[src/hdl/hpe_pkg.sv]
// Shared widths, codes and types for the histogram percentile extractor.
// No dependencies; imported by every module of the block.
`default_nettype none

package hpe_pkg;

  localparam int unsigned SUM_W   = 48;
  localparam int unsigned TIME_W  = 32;
  localparam int unsigned RANK_W  = 10;
  localparam int unsigned NRANK_W = RANK_W + 1;
  localparam int unsigned PROD_W  = SUM_W + RANK_W;

  // Highest usable rank count, and the value of quantile_steps after reset.
  localparam logic [RANK_W-1:0] RANK_LIMIT  = 10'd1000;
  localparam logic [RANK_W-1:0] STEPS_RESET = 10'd100;

  // Configuration register indexes.
  localparam int unsigned CFG_IDX_W = 2;
  localparam logic [CFG_IDX_W-1:0] CFG_TOTAL_COUNT    = 2'd0;
  localparam logic [CFG_IDX_W-1:0] CFG_QUANTILE_STEPS = 2'd1;

  // Bin queue between front and back.
  localparam int unsigned FIFO_DEPTH = 4;
  localparam int unsigned FIFO_AW    = 2;
  localparam int unsigned FIFO_CW    = FIFO_AW + 1;

  // One classified bin: running sum already folded in.
  typedef struct packed {
    logic              first;
    logic [TIME_W-1:0] bin_time;
    logic [SUM_W-1:0]  sum;
  } item_t;

  // Live configuration seen by the rank engine.
  typedef struct packed {
    logic [SUM_W-1:0]  total;
    logic [RANK_W-1:0] steps;
  } cfg_t;

  typedef struct packed {
    logic full;
    logic empty;
  } fifo_stat_t;

endpackage

`default_nettype wire

[src/hdl/histogram_percentile_extractor_core.sv]
// Path: bin beat, queue, back-end idle state, then result register when the sum has reached
//   the total; a divide adds the product, 10 restoring steps and the result load between.
// Throughput: one bin a cycle into a 4-deep queue while it is not full; the back end takes
//   one bin at a time, one quotient bit a cycle; bins past the last rank emit nothing.
// Reset (rst_ni, async low): running sum 0, next rank 1, total 0, steps 100, queue empty.
`default_nettype none

module histogram_percentile_extractor_core
  import hpe_pkg::*;
(
  input  wire logic                 clk_i,
  input  wire logic                 rst_ni,
  // configuration write channel
  input  wire logic                 cfg_valid_i,
  output logic                      cfg_ready_o,
  input  wire logic [CFG_IDX_W-1:0] cfg_index_i,
  input  wire logic [SUM_W-1:0]     cfg_data_i,
  // bin channel
  input  wire logic                 in_valid_i,
  output logic                      in_stall_o,
  input  wire logic                 first_bin_i,
  input  wire logic [TIME_W-1:0]    bin_time_i,
  input  wire logic [SUM_W-1:0]     bin_count_i,
  // result channel
  output logic                      out_valid_o,
  input  wire logic                 out_stall_i,
  output logic [TIME_W-1:0]         label_time_o,
  output logic [RANK_W-1:0]         first_rank_o,
  output logic [RANK_W-1:0]         last_rank_o
);

  // Configuration registers. Writes are always taken; unknown indexes are dropped.
  logic [SUM_W-1:0]  total_q;
  logic [RANK_W-1:0] steps_q;
  cfg_t              cfg;

  assign cfg_ready_o = 1'b1;

  always_ff @(posedge clk_i or negedge rst_ni) begin
    if (!rst_ni) begin
      total_q <= '0;
      steps_q <= STEPS_RESET;
    end else if (cfg_valid_i && cfg_ready_o) begin
      case (cfg_index_i)
        CFG_TOTAL_COUNT:    total_q <= cfg_data_i;
        CFG_QUANTILE_STEPS: steps_q <= cfg_data_i[RANK_W-1:0];
        default:            ;
      endcase
    end
  end

  // Steps of zero behave as one; anything beyond the limit clips to it.
  always_comb begin
    cfg.total = total_q;
    if (steps_q == '0) begin
      cfg.steps = RANK_W'(1);
    end else if (steps_q > RANK_LIMIT) begin
      cfg.steps = RANK_LIMIT;
    end else begin
      cfg.steps = steps_q;
    end
  end

  // Front: running sum, one bin beat a cycle into the queue while it is not full.
  item_t      front_item, back_item;
  logic       push, pop;
  fifo_stat_t fifo_stat;

  hpe_front u_front (
    .clk_i       (clk_i),
    .rst_ni      (rst_ni),
    .in_valid_i  (in_valid_i),
    .in_stall_o  (in_stall_o),
    .first_bin_i (first_bin_i),
    .bin_time_i  (bin_time_i),
    .bin_count_i (bin_count_i),
    .full_i      (fifo_stat.full),
    .push_o      (push),
    .item_o      (front_item)
  );

  hpe_fifo u_fifo (
    .clk_i  (clk_i),
    .rst_ni (rst_ni),
    .push_i (push),
    .item_i (front_item),
    .pop_i  (pop),
    .item_o (back_item),
    .stat_o (fifo_stat)
  );

  // Back: ranks reached, divide, result register (decouples from out_stall_i).
  hpe_back u_back (
    .clk_i        (clk_i),
    .rst_ni       (rst_ni),
    .cfg_i        (cfg),
    .avail_i      (!fifo_stat.empty),
    .item_i       (back_item),
    .pop_o        (pop),
    .out_valid_o  (out_valid_o),
    .out_stall_i  (out_stall_i),
    .label_time_o (label_time_o),
    .first_rank_o (first_rank_o),
    .last_rank_o  (last_rank_o)
  );

  // Checks
  a_rank_order: assert property (@(posedge clk_i) disable iff (!rst_ni)
    out_valid_o |-> (first_rank_o <= last_rank_o && first_rank_o != '0))
    else $error("result ranks out of order");

  a_rank_bound: assert property (@(posedge clk_i) disable iff (!rst_ni)
    out_valid_o |-> (last_rank_o <= cfg.steps))
    else $error("result rank beyond steps");

  a_queue_stat: assert property (@(posedge clk_i) disable iff (!rst_ni)
    !(fifo_stat.full && fifo_stat.empty))
    else $error("bin queue both full and empty");

  a_pop_guard: assert property (@(posedge clk_i) disable iff (!rst_ni)
    pop |-> !fifo_stat.empty)
    else $error("back end popped an empty queue");

endmodule

`default_nettype wire

[src/hdl/hpe_front.sv]
// Front end: accepts bins and keeps the saturating running sum.
// Depends on hpe_pkg; feeds hpe_fifo.
`default_nettype none

module hpe_front
  import hpe_pkg::*;
(
  input  wire logic              clk_i,
  input  wire logic              rst_ni,
  input  wire logic              in_valid_i,
  output logic                   in_stall_o,
  input  wire logic              first_bin_i,
  input  wire logic [TIME_W-1:0] bin_time_i,
  input  wire logic [SUM_W-1:0]  bin_count_i,
  input  wire logic              full_i,
  output logic                   push_o,
  output item_t                  item_o
);

  logic [SUM_W-1:0] sum_q, sum_d;
  logic [SUM_W:0]   sum_wide;

  always_comb begin
    sum_wide = first_bin_i ? {1'b0, bin_count_i}
                           : {1'b0, sum_q} + {1'b0, bin_count_i};
    // saturate at all ones
    sum_d = sum_wide[SUM_W] ? {SUM_W{1'b1}} : sum_wide[SUM_W-1:0];
  end

  assign in_stall_o      = full_i;
  assign push_o          = in_valid_i && !full_i;
  assign item_o.first    = first_bin_i;
  assign item_o.bin_time = bin_time_i;
  assign item_o.sum      = sum_d;

  always_ff @(posedge clk_i or negedge rst_ni) begin
    if (!rst_ni) begin
      sum_q <= '0;
    end else if (push_o) begin
      sum_q <= sum_d;
    end
  end

endmodule

`default_nettype wire

[src/hdl/hpe_fifo.sv]
// Short queue of classified bins between front and back.
// Depends on hpe_pkg.
`default_nettype none

module hpe_fifo
  import hpe_pkg::*;
(
  input  wire logic  clk_i,
  input  wire logic  rst_ni,
  input  wire logic  push_i,
  input  wire item_t item_i,
  input  wire logic  pop_i,
  output item_t      item_o,
  output fifo_stat_t stat_o
);

  item_t              mem_q [FIFO_DEPTH];
  logic [FIFO_AW-1:0] wptr_q, rptr_q;
  logic [FIFO_CW-1:0] cnt_q;
  logic               do_push, do_pop;

  assign stat_o.full  = (cnt_q == FIFO_CW'(FIFO_DEPTH));
  assign stat_o.empty = (cnt_q == '0);
  assign do_push      = push_i && !stat_o.full;
  assign do_pop       = pop_i && !stat_o.empty;
  assign item_o       = mem_q[rptr_q];

  always_ff @(posedge clk_i) begin
    if (do_push) begin
      mem_q[wptr_q] <= item_i;
    end
  end

  always_ff @(posedge clk_i or negedge rst_ni) begin
    if (!rst_ni) begin
      wptr_q <= '0;
      rptr_q <= '0;
      cnt_q  <= '0;
    end else begin
      if (do_push) begin
        wptr_q <= wptr_q + 1'b1;
      end
      if (do_pop) begin
        rptr_q <= rptr_q + 1'b1;
      end
      if (do_push && !do_pop) begin
        cnt_q <= cnt_q + 1'b1;
      end else if (do_pop && !do_push) begin
        cnt_q <= cnt_q - 1'b1;
      end
    end
  end

endmodule

`default_nettype wire

[src/hdl/hpe_back.sv]
// Back end: rank tracking, sum*steps product and bit-serial divide by total.
// Depends on hpe_pkg; drains hpe_fifo and owns the result register.
`default_nettype none

module hpe_back
  import hpe_pkg::*;
(
  input  wire logic               clk_i,
  input  wire logic               rst_ni,
  input  wire cfg_t               cfg_i,
  input  wire logic               avail_i,
  input  wire item_t              item_i,
  output logic                    pop_o,
  output logic                    out_valid_o,
  input  wire logic               out_stall_i,
  output logic [TIME_W-1:0]       label_time_o,
  output logic [RANK_W-1:0]       first_rank_o,
  output logic [RANK_W-1:0]       last_rank_o
);

  typedef enum logic [1:0] {S_IDLE, S_MUL, S_DIV, S_EMIT} state_e;

  localparam int unsigned      CNT_W    = $clog2(RANK_W);
  localparam logic [CNT_W-1:0] CNT_LAST = CNT_W'(RANK_W - 1);

  state_e             state_q;
  logic [NRANK_W-1:0] next_rank_q;
  logic [SUM_W-1:0]   sum_q;
  logic [TIME_W-1:0]  time_q;
  logic [SUM_W-1:0]   rem_q;
  logic [RANK_W-1:0]  quot_q;
  logic [CNT_W-1:0]   cnt_q;
  logic               out_valid_q;
  logic [TIME_W-1:0]  label_time_q;
  logic [RANK_W-1:0]  first_rank_q, last_rank_q;

  logic [NRANK_W-1:0] rank_start;
  logic [PROD_W-1:0]  product;
  logic [SUM_W:0]     shifted, diff;
  logic               ge, out_free, hit, emit;

  always_comb begin
    rank_start = item_i.first ? NRANK_W'(1) : next_rank_q;
    product    = PROD_W'(sum_q) * PROD_W'(cfg_i.steps);
    // restoring step: remainder stays below total, so the borrow alone decides
    shifted    = {rem_q, quot_q[RANK_W-1]};
    diff       = shifted - {1'b0, cfg_i.total};
    ge         = !diff[SUM_W];
    out_free   = !out_valid_q || !out_stall_i;
    hit        = ({1'b0, quot_q} >= next_rank_q);
    emit       = (state_q == S_EMIT) && hit && out_free;
  end

  assign pop_o        = (state_q == S_IDLE) && avail_i;
  assign out_valid_o  = out_valid_q;
  assign label_time_o = label_time_q;
  assign first_rank_o = first_rank_q;
  assign last_rank_o  = last_rank_q;

  always_ff @(posedge clk_i or negedge rst_ni) begin
    if (!rst_ni) begin
      state_q      <= S_IDLE;
      next_rank_q  <= NRANK_W'(1);
      sum_q        <= '0;
      time_q       <= '0;
      rem_q        <= '0;
      quot_q       <= '0;
      cnt_q        <= '0;
      out_valid_q  <= 1'b0;
      label_time_q <= '0;
      first_rank_q <= '0;
      last_rank_q  <= '0;
    end else begin
      if (emit) begin
        out_valid_q <= 1'b1;
      end else if (out_valid_q && !out_stall_i) begin
        out_valid_q <= 1'b0;
      end
      case (state_q)
        S_IDLE: begin
          if (avail_i) begin
            sum_q       <= item_i.sum;
            time_q      <= item_i.bin_time;
            next_rank_q <= rank_start;
            if (rank_start > {1'b0, cfg_i.steps}) begin
              state_q <= S_IDLE;      // every rank already reached
            end else if (item_i.sum >= cfg_i.total) begin
              quot_q  <= cfg_i.steps; // quotient clips at steps, zero total too
              state_q <= S_EMIT;
            end else begin
              state_q <= S_MUL;
            end
          end
        end
        S_MUL: begin
          // quotient known to fit RANK_W bits, so the top bits start as remainder
          {rem_q, quot_q} <= product;
          cnt_q           <= '0;
          state_q         <= S_DIV;
        end
        S_DIV: begin
          rem_q  <= ge ? diff[SUM_W-1:0] : shifted[SUM_W-1:0];
          quot_q <= {quot_q[RANK_W-2:0], ge};
          cnt_q  <= cnt_q + 1'b1;
          if (cnt_q == CNT_LAST) begin
            state_q <= S_EMIT;
          end
        end
        S_EMIT: begin
          if (!hit) begin
            state_q <= S_IDLE;
          end else if (out_free) begin
            label_time_q <= time_q;
            first_rank_q <= next_rank_q[RANK_W-1:0];
            last_rank_q  <= quot_q;
            next_rank_q  <= {1'b0, quot_q} + NRANK_W'(1);
            state_q      <= S_IDLE;
          end
        end
        default: begin
          state_q <= S_IDLE;
        end
      endcase
    end
  end

endmodule

`default_nettype wire
[config.mk]
export PLATFORM = sky130hd
export DESIGN_NAME = histogram_percentile_extractor_core
export DESIGN_NICKNAME = d
export VERILOG_FILES = /design/src/hdl/hpe_pkg.sv /design/src/hdl/histogram_percentile_extractor_core.sv /design/src/hdl/hpe_front.sv /design/src/hdl/hpe_fifo.sv /design/src/hdl/hpe_back.sv
export SDC_FILE = /design/constraint.sdc
export NUM_CORES = 2
export LEC_CHECK = 0
export BUFFER_PORTS_ARGS = -buffer_cell sky130_fd_sc_hd__buf_4
export CORE_MARGIN = 10
export CORE_UTILIZATION = 25
export CTS_BUF_LIST = sky130_fd_sc_hd__clkbuf_8
export CTS_CLUSTER_SIZE = 16
export DETAILED_ROUTE_END_ITERATION = 8
export PLACE_DENSITY = 0.49
export REMOVE_ABC_BUFFERS = 1
export SLEW_MARGIN = 20
export SYNTH_ARGS = -nofsm -noshare
export SYNTH_HDL_FRONTEND = slang
export SYNTH_HIERARCHICAL = 1
export SYNTH_SLANG_ARGS = --single-unit
[constraint.sdc]
create_clock -name clk_i -period 19.7 [get_ports clk_i]
set_input_delay 0 -clock clk_i [delete_from_list [all_inputs] [get_ports clk_i]]
set_output_delay 0 -clock clk_i [all_outputs]
set_load 0.02 [all_outputs]
==> PnR_summary.wiki <==
{| class="wikitable"
! Metric !! Value
|-
| Tightest slew margin relative to the limit || 0.287
|-
| FF+latch area || 17800 sq um
|-
| Placeable core region || 192000 sq um
|-
| Seq/Total Area, Yosys || 0.369
|-
| Tmin final || 8890 ps
|-
| Number of stages on the worst hold path || 4
|-
| Prevailing post-synth register cell || edfxtp_1
|-
| Global-route wire length before repair || 217000 um
|-
| Hold Path Class || input pin to flop
|-
| Reg2Reg Setup Slack || 10810 ps
|-
| Number of detailed-routing iterations run before antenna repair || 5
|-
| Worst hold-check slack || 99.2 ps
|-
| Layout cells sized above 1 || 0.146
|-
| Setup repair after global routing missed its margin || false
|-
| Final critical-path share of the clock period || 0.451
|-
| Endpoint with the worst hold slack || total_q[46]
|-
| Cell type contributing the most total cell area after synthesis || edfxtp_1
|-
| Setup Fix Bufs, Post-CTS || 0
|-
| Number of distinct standard cells referenced by the synthesized netlist || 96
|-
| Flop and latch count out of synthesis || 645
|-
| Vias in the first global route || 36500
|-
| Proportion of netlist area held by the largest area contributor || 0.202
|-
| Launching point of the worst reg2reg path || steps_q[6]
|-
| Top cells by area, synth || edfxtp_1, dfrtp_1, fa_1, ha_1, mux2_2
|-
| Final Util || 0.295
|-
| Number of placement rows || 161
|-
| Nature of the critical path startpoint || flop
|-
| Status || finished, final reports clean
|-
| Skew-Pair Late Insertion Delay || 830 ps
|-
| Slew at the pin closest to its max-slew limit || 1060 ps
|-
| Synthesized instance count || 4466
|-
| Worst Setup End Kind || flop
|-
| Number of I/O port buffers || 189
|-
| Combined area of all synthesized cells || 48200 sq um
|-
| Max Clk Rate || 112 MHz
|-
| Die area || 211000 sq um
|-
| CTS tree || built
|-
| Clock root buffer master || clkbuf_8
|-
| Async set-or-reset flop fraction in the synthesized netlist || 0.498
|-
| Worst hold path startpoint || cfg_index_i[0]
|-
| Die Span X || 459 um
|-
| DRC Markers || 0
|-
| Starting density of the core || 0.251
|-
| Maximum number of buffers from clock root to sink || 3
|-
| Count of pins over their slew limit || 0
|-
| Gpl congestion || 0.862
|-
| DP HPWL || 100000 um
|-
| Nets@finish || 5534
|-
| Average detailed-routed wire length per instance || 18.7 um
|-
| Boundary Pins || 191
|-
| Critical path peak fanout || 52
|-
| Die Y || 459 um
|-
| # clock sinks || 645
|-
| Setup violation total in the final timing report || 0
|-
| Clock slew seen by the registers of the worst setup and hold paths || 60 ps
|-
| Terminus of the critical flop-to-flop path || u_back/rem_q[45]
|-
| Max capacitance violation total || 0
|-
| Post-DR vias/cell || 4.61
|-
| Number of levels the H-tree was split into || 3
|-
| Total wire length after detailed routing || 138000 um
|-
| Number of warning messages in the yosys log || 6
|-
| Clk_skew || 62.8 ps
|-
| Worst setup path category || flop to flop
|-
| Post-Route Setup TNS || 0 ps
|-
| Footprint of the multi-input gates || 27500 sq um
|-
| CP Data Required Time || 20400 ps
|-
| Number of design-rule violations left by the first detailed-router iteration || 1759
|-
| Overall global routing resource usage || 0.129
|-
| Count of flip-flops with a built-in enable after synthesis || 324
|-
| Layout area overhead || 17.5%
|-
| Worst r2r path cells || 25
|-
| Maximum number of pins on one net before global-route repair || 98
|-
| Number of nets with antenna violations after routing || 0
|-
| Layout fillers || 20000
|-
| Average cell area after synthesis || 10.8 sq um
|-
| Total clock buffers created by CTS || 104
|-
| Arrival time reported for the critical path endpoint || 9590 ps
|-
| Vias || 34000
|-
| Total congestion overflow || 0
|-
| Antenna violations before repair || 8
|-
| Final hold violations || 0
|}
## worst max path at each step
| stage | start | to | slack (ps) | depth (start not counted) |
|---|---|---|---|---|
| 2_1_floorplan | steps_q[8] | u_back/rem_q[46] | 11590 | 24 |
| 3_3_place_gp | steps_q[6] | u_back/rem_q[45] | 10590 | 25 |
| 3_5_place_dp | steps_q[6] | u_back/rem_q[45] | 10830 | 25 |
| 4_1_cts | steps_q[6] | u_back/rem_q[45] | 10770 | 25 |
| 5_1_grt | steps_q[6] | u_back/rem_q[47] | 10280 | 25 |
| 6_report | steps_q[6] | u_back/rem_q[45] | 10810 | 25 |
## per-layer routing
layer,global-route usage,wire length [um]
met3,0.0193,5560
met2,0.219,66600
met1,0.169,61700
met4,0.0411,4030
met5,0,38
## synthesized netlist by cell type (7+ instances only)
cell type and number:
mux2_2 183, nor2_1 188, a31oi_1 24, o21bai_1 19
and4_1 8, buf_2 23, xnor2_1 84, and3_1 17
mux4_2 81, o21a_1 26, clkbuf_1 193, nand4_1 54
and2_1 267, nand2_1 532, buf_1 7, a221o_1 11
a221oi_1 16, a21oi_1 244, o22a_1 40, a21o_1 93
a211oi_1 24, mux2i_1 26, dfrtp_1 317, nor2b_1 28
o31ai_1 15, ha_1 271, nor3_1 28, mux2_1 20
nor4_1 9, o21ai_0 159, a21boi_0 10, fa_1 369
buf_6 17, or3_1 11, edfxtp_1 324, inv_1 428
nand2b_1 28, o211ai_1 21, o221ai_1 10, xor2_1 56
o2bb2ai_1 8, buf_4 40, nand3_1 41
## worst max-delay path, stage by stage (launching register included)
cell,delay [ps]
dfstp_4,1000
nand3_1,140
nor3_1,870
or2_2,240
buf_4,490
nand2_1,170
fa_1,560
inv_1,50
fa_1,520
fa_1,440
fa_1,550
inv_1,50
fa_1,520
inv_1,40
ha_1,400
nand4_1,250
or2_0,300
nand4b_1,190
a31oi_1,240
nor2_1,170
o31a_1,410
o41ai_2,440
a21oi_1,170
nor2b_1,180
mux2i_1,90
a31o_2,230
## cell usage in the layout (no fill, tap or decap), types with 27 or more instances in the layout
master,count
o21ai_0,158
mux2_2,183
clkbuf_8,120
ha_1,269
xnor2_1,84
a21o_1,93
nor3_1,27
inv_1,450
buf_4,222
nand2b_1,28
mux4_2,81
dfrtp_1,315
nand3_1,40
o22a_1,40
nand4_1,54
edfxtp_1,324
nor2_1,187
dlygate4sd3_1,242
fa_1,369
a21oi_1,244
xor2_1,56
nand2_1,532
and2_1,263
## final cells by class
class                      count  share of cell area
timing repair buffer         466              0.0730
tap                         2526              0.0558
multi-input combinational   3111               0.486
clock inverter                76              0.0132
inverter                     430              0.0285
antenna                        9            0.000398
sequential                   645               0.314
clock buffer                 120              0.0292
## cell families (layout without fill, tap and decap cells)
kind of cell               count (synthesis)  count (layout)  synth area share
xor gates and xnor gates                 140             140            0.0254
muxes                                    310             310            0.0907
adders and majority gates                640             640             0.224
and+or+nand+nor                         1235            1235             0.122
DFF                                      645             645             0.369
other                                      1              10         0.0000778
AOI/OAI and AO/OA                        785             785             0.107
buffers and inverters                    710            1092            0.0617
## sequential cells by signal, summed over array words and instances (netlist names), 11 cells and up
name and cells:
u_front/sum_q 48, u_back/rem_q 48, total_q 48, u_back/next_rank_q 11
u_back/label_time_o 32, u_back/time_q 32, u_back/sum_q 48, u_fifo/mem_q 324
## stage by stage
| stage | instance area, sq um | worst slack [ps] | instances |
|---|---|---|---|
| after global placement | 51700 | 10590 | 6935 |
| final | 56600 | 10810 | 7383 |
| after detailed placement | 51800 | 10830 | 6935 |
| after global routing | 56600 | 10280 | 7378 |
| after CTS | 56600 | 10770 | 7374 |
| after floorplan | 46800 | 11590 | 4186 |
## timing repair
item                                   4_1_cts  5_1_grt
gates resized for setup                      0        0
endpoints found under the hold margin      546        0
hold buffers                               243        0
Power is left out: the tool's default activity adds up to more than one toggle a clock period on the data nets, which glitch-free logic cannot reach.
